**config.mk**
```make
export PLATFORM = sky130hd
export DESIGN_NAME = four_level_page_walker_top
export DESIGN_NICKNAME = d
export VERILOG_FILES = /design/src/hw/rtl/fpw_pkg.sv /design/src/hw/rtl/fpw_ctrl.sv /design/src/hw/rtl/fpw_datapath.sv /design/src/hw/rtl/four_level_page_walker_top.sv
export SDC_FILE = /design/constraint.sdc
export NUM_CORES = 1
export LEC_CHECK = 0
export BUFFER_PORTS_ARGS = -buffer_cell sky130_fd_sc_hd__buf_2
export CAP_MARGIN = 20
export CORE_ASPECT_RATIO = 0.8
export CORE_MARGIN = 10
export CORE_UTILIZATION = 43
export CTS_CLUSTER_DIAMETER = 60
export DETAILED_ROUTE_END_ITERATION = 8
export PLACE_DENSITY = 0.87
export SYNTH_ARGS = -nofsm -noshare
export SYNTH_HDL_FRONTEND = slang
export SYNTH_SLANG_ARGS = --single-unit
```
**constraint.sdc**
```tcl
create_clock -name clock -period 6.8 [get_ports clock]
set_clock_uncertainty 0.2 [all_clocks]
set_input_delay 0.68 -clock clock [delete_from_list [all_inputs] [get_ports clock]]
set_output_delay 0.68 -clock clock [all_outputs]
set_load 0.02 [all_outputs]
```
**src/hw/rtl/fpw_pkg.sv**
```systemverilog
package fpw_pkg;

   // Input item operation codes
   localparam logic OP_START = 1'b0;
   localparam logic OP_ENTRY = 1'b1;

   // Result kind codes
   localparam logic KIND_READ = 1'b0;
   localparam logic KIND_DONE = 1'b1;

   // Field widths
   localparam int AddrWidth  = 52;
   localparam int VaddrWidth = 48;
   localparam int EntryWidth = 64;
   localparam int PageShift  = 12;
   localparam int IndexWidth = 9;

   // Packed stream widths (padded to whole bytes)
   localparam int ReqDataWidth = 168;
   localparam int RspDataWidth = 112;

   typedef logic [1:0] level_type;

   // Controller to datapath commands
   typedef struct packed {
      logic      load_out;  // capture a result into the output register
      logic      start;     // save the virtual address of a new walk
      logic      use_root;  // table base comes from the root, not the entry
      level_type level;     // level of the entry being requested
      logic      done;      // result is a finished translation
      logic      fault;     // finished with a missing entry
   } cmd_type;

   // Datapath to controller status
   typedef struct packed {
      logic present;        // present bit of the incoming entry
   } status_type;

   // 9-bit table index of a virtual address at a given level
   function automatic logic [IndexWidth-1:0] level_index(
      input logic [VaddrWidth-1:0] vaddr,
      input level_type             level
   );
      logic [IndexWidth-1:0] idx;
      begin
         case (level)
            2'd0:    idx = vaddr[47:39];
            2'd1:    idx = vaddr[38:30];
            2'd2:    idx = vaddr[29:21];
            default: idx = vaddr[20:12];
         endcase
         return idx;
      end
   endfunction

endpackage

```
**src/hw/rtl/fpw_ctrl.sv**
```systemverilog
module fpw_ctrl
   import fpw_pkg::*;
(
   input  logic       clock,
   input  logic       reset,
   input  logic       req_tvalid,
   output logic       req_tready,
   input  logic       req_op,
   output logic       rsp_tvalid,
   input  logic       rsp_tready,
   input  status_type status,
   output cmd_type    cmd
);

   // Walk state: idle or waiting on the entry of one level
   localparam logic [2:0] ST_IDLE = 3'd0;
   localparam logic [2:0] ST_L0   = 3'd1;
   localparam logic [2:0] ST_L1   = 3'd2;
   localparam logic [2:0] ST_L2   = 3'd3;
   localparam logic [2:0] ST_L3   = 3'd4;

   logic [2:0] state_ff, state_in;
   logic       out_valid_ff, out_valid_in;
   logic       accept;

   // Take a new transaction whenever the output register frees up this cycle
   assign req_tready = !out_valid_ff || rsp_tready;
   assign accept     = req_tvalid && req_tready;
   assign rsp_tvalid = out_valid_ff;

   // Next state and datapath commands
   always_comb begin
      state_in     = state_ff;
      cmd          = '0;
      if (accept) begin
         if (req_op == OP_START) begin
            state_in     = ST_L0;
            cmd.load_out = 1'b1;
            cmd.start    = 1'b1;
            cmd.use_root = 1'b1;
            cmd.level    = 2'd0;
         end else if (state_ff != ST_IDLE) begin
            cmd.load_out = 1'b1;
            if (!status.present) begin
               state_in  = ST_IDLE;
               cmd.done  = 1'b1;
               cmd.fault = 1'b1;
            end else begin
               unique case (state_ff)
                  ST_L0: begin
                     state_in  = ST_L1;
                     cmd.level = 2'd1;
                  end
                  ST_L1: begin
                     state_in  = ST_L2;
                     cmd.level = 2'd2;
                  end
                  ST_L2: begin
                     state_in  = ST_L3;
                     cmd.level = 2'd3;
                  end
                  default: begin
                     state_in  = ST_IDLE;
                     cmd.done  = 1'b1;
                  end
               endcase
            end
         end
      end
   end

   // Output valid: set on a new result, cleared once taken
   always_comb begin
      if (cmd.load_out) begin
         out_valid_in = 1'b1;
      end else if (rsp_tready) begin
         out_valid_in = 1'b0;
      end else begin
         out_valid_in = out_valid_ff;
      end
   end

   always_ff @(posedge clock) begin
      if (reset) begin
         state_ff     <= ST_IDLE;
         out_valid_ff <= 1'b0;
      end else begin
         state_ff     <= state_in;
         out_valid_ff <= out_valid_in;
      end
   end

   // A result is only produced by an accepted transaction
   a_load_needs_accept: assert property (@(posedge clock) disable iff (reset)
      cmd.load_out |-> accept)
      else $error("result loaded without an accepted transaction");

   // A finished translation leaves the walker idle
   a_done_goes_idle: assert property (@(posedge clock) disable iff (reset)
      (cmd.load_out && cmd.done) |=> state_ff == ST_IDLE)
      else $error("walker not idle after finishing");

   // Entry data while idle produces nothing
   a_idle_entry_ignored: assert property (@(posedge clock) disable iff (reset)
      (accept && req_op == OP_ENTRY && state_ff == ST_IDLE) |-> !cmd.load_out)
      else $error("entry data produced a result while idle");

   // A fault is always a finished result
   a_fault_is_done: assert property (@(posedge clock) disable iff (reset)
      cmd.fault |-> cmd.done)
      else $error("fault flagged on a read request");

endmodule

```
**src/hw/rtl/fpw_datapath.sv**
```systemverilog
module fpw_datapath
   import fpw_pkg::*;
(
   input  logic                  clock,
   input  cmd_type               cmd,
   input  logic [AddrWidth-1:0]  root_table,
   input  logic [VaddrWidth-1:0] virt_addr,
   input  logic [EntryWidth-1:0] entry_data,
   output status_type            status,
   output logic                  result_kind,
   output logic [AddrWidth-1:0]  read_addr,
   output logic [AddrWidth-1:0]  phys_addr,
   output logic                  fault
);

   logic [VaddrWidth-1:0] vaddr_ff, vaddr_in;
   logic [VaddrWidth-1:0] idx_vaddr;
   logic [AddrWidth-1:0]  base;
   logic [IndexWidth-1:0] idx;

   logic                 kind_ff, kind_in;
   logic [AddrWidth-1:0] raddr_ff, raddr_in;
   logic [AddrWidth-1:0] paddr_ff, paddr_in;
   logic                 fault_ff, fault_in;

   assign status.present = entry_data[0];

   // Saved virtual address of the current walk
   assign vaddr_in = cmd.start ? virt_addr : vaddr_ff;

   // Entry address: frame base with index times eight in the low 12 bits
   assign idx_vaddr = cmd.start ? virt_addr : vaddr_ff;
   assign idx       = level_index(idx_vaddr, cmd.level);
   assign base      = cmd.use_root ? root_table : entry_data[AddrWidth-1:0];

   // Result fields
   always_comb begin
      kind_in  = cmd.done ? KIND_DONE : KIND_READ;
      fault_in = cmd.fault;
      raddr_in = '0;
      paddr_in = '0;
      if (!cmd.done) begin
         raddr_in = {base[AddrWidth-1:PageShift], idx, 3'b000};
      end else if (!cmd.fault) begin
         paddr_in = {entry_data[AddrWidth-1:PageShift], vaddr_ff[PageShift-1:0]};
      end
   end

   always_ff @(posedge clock) begin
      vaddr_ff <= vaddr_in;
      if (cmd.load_out) begin
         kind_ff  <= kind_in;
         raddr_ff <= raddr_in;
         paddr_ff <= paddr_in;
         fault_ff <= fault_in;
      end
   end

   assign result_kind = kind_ff;
   assign read_addr   = raddr_ff;
   assign phys_addr   = paddr_ff;
   assign fault       = fault_ff;

endmodule

```
**src/hw/rtl/four_level_page_walker_top.sv**
```systemverilog
// Four-level page table walker, 4 KiB pages, 48-bit virtual addresses.
// Input stream (req_): tuser is the operation, 0 = start a walk with the root
// table address and virtual address, 1 = table entry read data returned.
// Result stream (rsp_): tuser is the kind, 0 = entry read request carrying
// read_addr, 1 = translation finished carrying phys_addr and the fault flag.
// Every start yields a read request for the top level; every entry returned
// to an active walk yields the next read request, or the finished result
// after the fourth level or on a missing present bit. Entry data while idle
// is dropped without a result. A start during a walk abandons it.
// A result appears in the cycle after its input transaction, from the
// output register. Throughput: one transaction per cycle, set by the single
// result register; req_tready stays high while that register is empty or
// being drained, and drops only while rsp_tvalid is held by rsp_tready low.
// Reset (synchronous, active high) returns the walker to idle and empties
// the output register.
module four_level_page_walker_top
   import fpw_pkg::*;
(
   input  logic                    clock,
   input  logic                    reset,
   input  logic                    req_tvalid,
   output logic                    req_tready,
   input  logic                    req_tuser,  // operation
   // root_table[51:0], virt_addr[99:52], entry_data[163:100], zero pad
   input  logic [ReqDataWidth-1:0] req_tdata,
   output logic                    rsp_tvalid,
   input  logic                    rsp_tready,
   output logic                    rsp_tuser,  // result_kind
   // read_addr[51:0], phys_addr[103:52], fault[104], zero pad
   output logic [RspDataWidth-1:0] rsp_tdata
);

   cmd_type              cmd;
   status_type           status;
   logic [AddrWidth-1:0] read_addr;
   logic [AddrWidth-1:0] phys_addr;
   logic                 fault;

   fpw_ctrl u_ctrl (
      .clock      (clock),
      .reset      (reset),
      .req_tvalid (req_tvalid),
      .req_tready (req_tready),
      .req_op     (req_tuser),
      .rsp_tvalid (rsp_tvalid),
      .rsp_tready (rsp_tready),
      .status     (status),
      .cmd        (cmd)
   );

   fpw_datapath u_datapath (
      .clock       (clock),
      .cmd         (cmd),
      .root_table  (req_tdata[51:0]),
      .virt_addr   (req_tdata[99:52]),
      .entry_data  (req_tdata[163:100]),
      .status      (status),
      .result_kind (rsp_tuser),
      .read_addr   (read_addr),
      .phys_addr   (phys_addr),
      .fault       (fault)
   );

   // Pack the result fields
   assign rsp_tdata = {7'b0, fault, phys_addr, read_addr};

endmodule

```
-- Word level (Yosys, flattened, before mapping)
Cells that the tools add are included.
- bitwise logic cells: 1
- mux-type cells: 22
- reductions and logical operators: 9
- eq/ne operators: 6
- operators with widths (kind ; number):
    two-way mux 52 bit ; 1
    two-way mux 48 bit ; 1
    one-hot mux 9 bit (3 select lines) ; 1
    two-way mux 3 bit ; 3
    one-hot mux 3 bit (3 select lines) ; 1
    two-way mux 1 bit ; 8
    two-way mux 2 bit ; 4
    two-way mux 7 bit ; 1
    equality test 3 x 2 -> 1 bit (second input constant) ; 2
    one-hot mux 2 bit (3 select lines) ; 1
    two-way mux 4 bit ; 1
    equality test 3 x 1 -> 1 bit (second input constant) ; 1
    nonzero test 3 bit ; 1
    OR reduction 3 bit ; 1
    equality test 2 x 1 -> 1 bit (second input constant) ; 1
    equality test 2 bit (second input constant) ; 1
    logical NOT 2 bit ; 1
    != test 2 x 1 -> 1 bit (second input constant) ; 1
    AND reduction 2 bit ; 1
    nonzero test 2 bit ; 1
    OR reduction 2 bit ; 1
    logical AND 1 bit ; 1
    logical NOT 1 bit ; 1
    logical OR 1 bit ; 1
    NOT 1 bit ; 1
- register bits after elaboration: 158
- output and inout bits: 115
- bits of input ports: 173
- word-level logic and storage cells: 47

-- Depth between registers and ports, before layout
Gate-level depths: netlist of the first run.
- depth after elaboration: 9
- mapped depth: 8

-- Cells and area by module
From an unflattened synthesis of the first run, not the netlist that was laid out.
- cells, all modules: 422
- area, all modules: 6487.5 um2
- by module, submodules not included (module ; cells each ; times used ; sequential area each (um2) ; area an instance (um2)):
    fpw_datapath ; 378 ; 1 ; 4174.0 ; 6138.4
    fpw_ctrl ; 35 ; 1 ; 80.1 ; 285.3
    four_level_page_walker_top ; 9 ; 1 ; 0.0 ; 63.8

-- Worst setup path before layout of the first run
OpenSTA, ideal clock, no wires.
- kind: input port to flip-flop
- from: input port req_tuser
- to: register u_datapath.fault_ff (netlist: u_datapath.fault), enable pin
- arrival: 6.054 ns
- setup time: 0.602 ns
- slack: -0.056 ns
- stages on the path: 3
- buffers on the path: 2
- cells stage by stage: buf_2 -> buf_2 -> a21oi_1
- RTL lines (item ; RTL line ; text):
    start, declared ; four_level_page_walker_top.sv:23 ; input logic req_tuser,
    end signal, assigned ; fpw_datapath.sv:55 ; fault_ff <= fault_in;
    end, declared ; fpw_datapath.sv:24 ; logic fault_ff, fault_in;

==> summary.txt, run 1 <==
Outcome
  – Outcome: finished, final reports clean

Route
  – Via count: between 5000 and 6000
  – Wire length per cell: 18.8 um
  – Vias per cell: 5.22
  – DR pass1 iterations: 5
  – Initial DRC Count: a little under 500
  – # DRC: 0
  – Post-route ant nets: 0
  – Post-Route WL: 18700 um

Clock network
  – CTS tree: done
  – Post-CTS sizing: 0
  – Clock root buffer: clkbuf_16
  – CTS Buffer Depth: 2
  – # H-tree levels: 4
  – Clk_lat worst skew: 0.42 ns
  – CTS clock-pin slew for the worst setup and hold paths: 0.06 ns
  – Postcts setup bufs: 0
  – Clk sinks: 155
  – TritonCTS Buffers: 17
  – Hold-fix buffers at CTS: 0

STA
  – Endpoints failing setup: 0
  – Slew @ Worst Pin: about 1.1 ns
  – Fin. Hold Viols: 0
  – Final setup TNS: 0 ns
  – RSZ-0062 raised after global routing: no
  – Rel. slew slack: 0.290
  – Fin crit period: 3.08 ns
  – Final hold slack: 0.234 ns
  – Final Max Slew Viols: 0
  – Fmax: 325 MHz
  – Final period util: 0.453

GRT
  – Total grt overflow: 0
  – Largest net degree at the start of global routing: 86
  – Total Routing Usage GR: 0.173
  – Via count of the first global-routing pass: 5283
  – Initial antenna violation count: 4
  – First-pass GRT wire length: 28300 um

Die
  – Die area: 0.0208 mm^2
  – FP Rows: 40
  – Die H: 131 um
  – # IOs: 288
  – Initial Util: 0.440
  – Die X: 159 um
  – Core Area: 0.0151 mm^2

Run
  – MaxCap Viol Count: 0

Pwr
  – Clk pwr share: 0.382
  – LEAKAGE: 3.88 nW
  – Comb power frac: 0.131
  – Part of the power in registers: 0.487
  – Net Sw Frac: 0.270
  – Net Switching: 0.627 mW
  – Peak VDD IR: between 200 and 250 uV
  – PwrDens: ~270 mW/mm^2
  – Internal: around 1.7 mW

Setup path
  – R2r setup slk: 3.72 ns
  – WS Path Type: reg2reg
  – Arrival time of the worst setup path: 2.95 ns
  – Crit-path max FO: between 80 and 90
  – CP startpoint kind: register
  – Crit end category: register
  – Crit path required time: 6.67 ns

Finish
  – Share of layout cells above drive strength 1: 0.401
  – Fin nets: approximately 940
  – Final Core Density: 0.561
  – Area grow syn2layout: 27.7%

Placed design
  – Port bufs: 238
  – Post-DP HPWL: 13300 um
  – GP Congestion: 0.840

Logic synthesis
  – Yosys warning count: 0
  – Ys flop type: edfxtp_1
  – Synth top area share: 0.522
  – Sequential cell area fraction in the yosys report: 0.642
  – Synthesized area per cell: 12.0 um^2
  – Post-synth EDFFs: 115
  – Ys async rst share: 0
  – Distinct cells, synth: 40
  – Gate Count Post-Synth: 553
  – Synth area leaders: edfxtp_1, dfxtp_1, nand2_1
  – Syn Std Cell Area: ~0.0066 mm^2
  – Synthesis-stage register bit count: 155
  – Synth area leader: edfxtp_1

Min path
  – Worst min-delay path category: in2reg
[power by group through the flow]
| stage | Sequential (mW) | Clock (mW) | Combinational (mW) |
|---|---|---|---|
| after global placement | 1.15 | 0 | 0.298 |
| after global routing | 1.14 | 0.942 | 0.332 |
| final | 1.13 | 0.885 | 0.305 |
| after CTS | 1.13 | 0.903 | 0.307 |
| after detailed placement | 1.15 | 0 | 0.306 |
| after floorplan | 1.20 | 0 | 0.140 |
[per-stage QoR]
stage / setup WS, ns / instance area [um^2] / power [mW] / std cells
after detailed placement: 3.35 / 7900 / 1.46 / 961
after global placement: 3.26 / 7880 / 1.44 / 960
after global routing: 3.55 / 8460 / 2.41 / 994
after CTS: 3.73 / 8450 / 2.34 / 993
after floorplan: 2.06 / 6660 / 1.34 / 562
final: 3.72 / 8460 / 2.32 / 994
[area by class of cell]
class	count	area [um^2]
tap	210	263
clock buffer	17	425
fill	1263	6610
sequential	155	4260
timing repair buffer	244	1260
clock inverter	15	133
inverter	4	15.0
multi-input combinational	348	2110
antenna	1	2.50
[final timing paths]
path / from / end / cells past startpoint
max: u_ctrl.rsp_tvalid / u_datapath.read_addr[50] / 5
min: req_tdata[56] / u_datapath.vaddr_ff[4] / 1
max reg2reg: u_ctrl.rsp_tvalid / u_datapath.read_addr[50] / 5
min reg2reg: u_datapath.vaddr_ff[38] / u_datapath.vaddr_ff[38] / 2
[layout by cell type (no fill, tap or decap), types with 3 or more instances in the layout]
| cell type | count |
|---|---|
| a21oi_1 | 42 |
| a211oi_2 | 9 |
| a21o_1 | 18 |
| buf_2 | 238 |
| buf_4 | 4 |
| and3_1 | 70 |
| inv_6 | 5 |
| a211oi_1 | 9 |
| nand2_1 | 120 |
| o21ai_0 | 10 |
| nor2_1 | 3 |
| clkbuf_16 | 17 |
| a2111oi_2 | 9 |
| edfxtp_1 | 115 |
| clkinvlp_4 | 3 |
| a32o_1 | 9 |
| dfxtp_1 | 39 |
| mux2i_1 | 9 |
| conb_1 | 10 |
| nand3_2 | 9 |
| clkinv_4 | 5 |
[worst max-delay path: stages (launching register included)]
cell and delay (ns):
dfxtp_1 0.31, nor2b_4 0.16, inv_2 0.47, nand2_1 0.34, a21oi_4 0.74, buf_12 0.45
[per-layer routing]
metal  up-vias  global-route usage  wire length, um
li1       2438                   -                -
met5         -                   0               18
met4         2              0.0735              406
met1      2450               0.207             7560
met3        33              0.0625             1660
met2       267               0.280             9080
[flip-flops by register name, summed over array words and instances, names as in the netlist]
signal and flops:
u_datapath.vaddr_ff 48, u_datapath.phys_addr 52, u_ctrl.rsp_tvalid 1, u_ctrl.state_ff 3, u_datapath.read_addr 49, u_datapath.result_kind 1, u_datapath.fault 1
[cell usage after synthesis (2+ instances only)]
library cell  count
a21oi_1          43
buf_1             2
buf_4            12
a211oi_1          9
nor3_1            2
mux2i_1           9
buf_6             2
nor2_1            4
edfxtp_1        115
nand2_1         120
nand3_2           9
nand2b_1          2
inv_1             2
o21ai_0          10
clkbuf_1         21
a21o_1           18
a2111oi_2         9
buf_2            17
a32o_1            9
dfxtp_1          40
inv_2             2
a211oi_2          9
and3_1           70
[logic make-up after synthesis]
kind of cell / after synthesis / share of synthesized area
flops: 155 / 0.642
buf+inv: 59 / 0.0482
simple gates: 216 / 0.165
compound gates: 113 / 0.130
mux: 9 / 0.0136
other cells: 1 / 0.000566
(Power assumes the default switching activity.)
==> inputs of run 2 (changes only) <==
- ABC_AREA: unset -> 1
- CORE_UTILIZATION: 43 -> 47
- PLACE_DENSITY: 0.87 -> 0.91
- clock period: 6.8 -> 2.93 ns (I/O delays scaled with it)
==> run 2 against run 1 <==
  * Routed wire length increased by 4.6%
  * Sequential power increased by 130%
  * Utilization rose by 10 points
  * Setup slack got worse by 3.1 ns
  * Final cell count up 17%
  * Clock power increased by 130%
  * Die area shrank 9.1%
  * Via count rose by 11%
  * Combinational power grew 150%
  * Synthesized cell count is 21% higher
  * Synthesized area shrank 2.2%
==> summary.txt, run 2 <==
Outcome
  – Outcome: finished, final reports clean

GRT
  – First-pass GRT wire length: 29900 um
  – Via count of the first global-routing pass: 5771
  – Total grt overflow: 0
  – Largest net degree at the start of global routing: 71
  – Initial antenna violation count: 4
  – Total Routing Usage GR: 0.203

STA
  – Rel. slew slack: 0.479
  – RSZ-0062 raised after global routing: no
  – Slew @ Worst Pin: 0.776 ns
  – Fin crit period: 2.34 ns
  – Final setup margin: 0.588 ns
  – Final period util: 0.799
  – Endpoints failing setup: 0
  – Final Max Slew Viols: 0
  – Fin. Hold Viols: 0
  – Final hold slack: 0.00529 ns
  – Fmax: about 430 MHz

Setup path
  – Crit end category: register
  – CP startpoint kind: input pin
  – R2r startpoint: u_ctrl.state_ff[1]
  – R2r setup slk: 0.81 ns
  – Crit-path max FO: 46
  – Register-to-Register Path Depth: 5
  – WS Path Type: in2reg
  – Reg-to-Reg End: u_datapath.phys_addr[7]
  – Crit path required time: 2.87 ns
  – Arrival time of the worst setup path: 2.28 ns

Clock network
  – CTS clock-pin slew for the worst setup and hold paths: 0.06 ns
  – Clock root buffer: clkbuf_16
  – CTS tree: done
  – Clk sinks: 155
  – TritonCTS Buffers: 17
  – Clk_lat worst skew: 0.41 ns
  – Post-CTS sizing: 0
  – # H-tree levels: 4
  – CTS Buffer Depth: 2

Die
  – # IOs: between 200 and 300
  – Die X: 151 um
  – Core Area: 0.0136 mm^2
  – FP Rows: 38
  – Die area: 0.0189 mm^2
  – Die H: 125 um
  – Initial Util: 0.478

Route
  – Vias per cell: 4.96
  – Post-Route WL: between 15000 and 20000 um
  – Wire length per cell: between 15 and 20 um
  – # DRC: 0
  – Post-route ant nets: 0
  – Initial DRC Count: 434
  – Via count: 5749
  – DR pass1 iterations: 5

Logic synthesis
  – Synth cell count leaders: nand2_1, edfxtp_1, inv_1
  – Synth top area share: 0.533
  – Most common cell in the synthesized netlist: nand2_1
  – Sequential cell area fraction in the yosys report: 0.657
  – Synthesis-stage register bit count: 155
  – Synth area leaders: edfxtp_1, nand2_1, dfxtp_1
  – Distinct cells, synth: 28
  – Yosys warning count: 0
  – Ys async rst share: 0
  – Synth area leader: edfxtp_1
  – Gate Count Post-Synth: 667
  – Post-synth EDFFs: 115
  – Syn Std Cell Area: 0.00648 mm^2
  – Ys flop type: edfxtp_1
  – Synthesized area per cell: 9.71 um^2

Min path
  – Hold Crit Start: req_tdata[112]
  – Hold endpoint: u_datapath.phys_addr[12]
  – Worst min-delay path category: in2reg
  – Hold Path Cell Cnt: 3

Pwr
  – Net Sw Frac: 0.249
  – Pwr Total: 5.40 mW
  – PwrDens: between 600 and 700 mW/mm^2
  – Internal: 4.05 mW
  – Part of the power in registers: 0.484
  – Net Switching: 1.35 mW
  – LEAKAGE: 4.35 nW
  – Peak VDD IR: 483 uV
  – Clk pwr share: 0.376
  – Comb power frac: 0.140

Finish
  – Area grow syn2layout: 38.6%
  – Commonest non-fill, non-tap cell in the layout: buf_2
  – Share of layout cells above drive strength 1: 0.300
  – Non-Filler Instances: 1160
  – Fin nets: 1137
  – Max reg flops: 52
  – Fill cells: 1033
  – Final Core Density: 0.663
  – Most frequent cells in the layout: buf_2, nand2_1, edfxtp_1

Placed design
  – Placed insts: 1063
  – Port bufs: roughly 240
  – GP Congestion: 0.865
  – Setup WS pre-CTS: slightly below 0.7 ns
  – Post-DP HPWL: around 13000 um

Run
  – MaxCap Viol Count: 0
==> run 2: cell types whose count changed after synthesis, moves of 8 or more <==
cell,before,now
a21o_1,18,0
a32o_1,9,0
nor2_1,4,75
nand2_1,120,218
clkbuf_1,21,5
inv_1,2,77
a211oi_2,9,0
a2111oi_2,9,0
mux2i_1,9,0
nand3_2,9,1
a211oi_1,9,0
nand4_1,1,27
and3_1,70,0
==> run 2: repair_timing <==
action                    4_1_cts  5_1_grt
hold endpoints to repair       64        0
hold buffers                   62        0
buffers inserted                0        0
==> run 2: critical path, stage by stage <==
cell and delay [ns]:
dlygate4sd3_1 0.55, buf_2 0.13, inv_1 0.07, nand2_2 0.09, nand2_2 0.11, nor2_1 0.06, nor2_2 0.21, clkinvlp_4 0.40
buf_12 0.34
==> run 2: how the worst max path moves through the flow <==
stage / start / to / slack [ns] / cells past startpoint
after global routing: rsp_tready / u_datapath.read_addr[5] / 0.35 / 12
after floorplan: u_ctrl.state_ff[1] / u_datapath.fault / -0.02 / 4
after CTS: rsp_tready / u_datapath.read_addr[4] / 0.62 / 12
after detailed placement: req_tuser / u_datapath.read_addr[4] / 0.68 / 10
after global placement: req_tuser / u_datapath.read_addr[9] / 0.75 / 10
final: rsp_tready / u_datapath.phys_addr[7] / 0.59 / 9
==> run 2: per-layer routing <==
metal | wire, um | GRT usage | vias to the layer above
met1 | 7100 | 0.223 | 2648
li1 | - | - | 2729
met5 | 13 | 0 | -
met4 | 756 | 0.111 | 2
met3 | 1950 | 0.0620 | 58
met2 | 9770 | 0.341 | 312
==> run 2: metrics by stage <==
step / TNS [ns] / instance area [um^2]
floorplan: -2.20 / 6540
global placement: 0 / 7810
detailed placement: 0 / 7810
CTS: 0 / 8970
global route: 0 / 8980
finish: 0 / 8980
==> run 2: cells by family after synthesis <==
group,Yosys count,synth area share
AND/OR/NAND/NOR,330,0.209
flip-flops,155,0.657
buffers and inverters,122,0.0875
AO/OA/AOI/OAI,59,0.0466
other,1,0.000579
==> run 2: power by group through the flow <==
stage          logic [mW]  clock network [mW]  registers [mW]
3_5_place_dp        0.681                   0            2.66
4_1_cts             0.749                2.05            2.61
2_1_floorplan       0.294                   0            2.78
3_3_place_gp        0.659                   0            2.65
5_1_grt             0.828                2.17            2.63
6_report            0.757                2.03            2.61
==> run 2: final cells by class <==
type	instances	area, um^2	share of cell area
clock buffer	24	472	0.0525
sequential	155	4260	0.474
inverter	80	307	0.0341
multi-input combinational	399	1710	0.190
tap	180	225	0.0251
antenna	3	7.51	0.000836
clock inverter	8	70.1	0.00780
timing repair buffer	311	1930	0.215
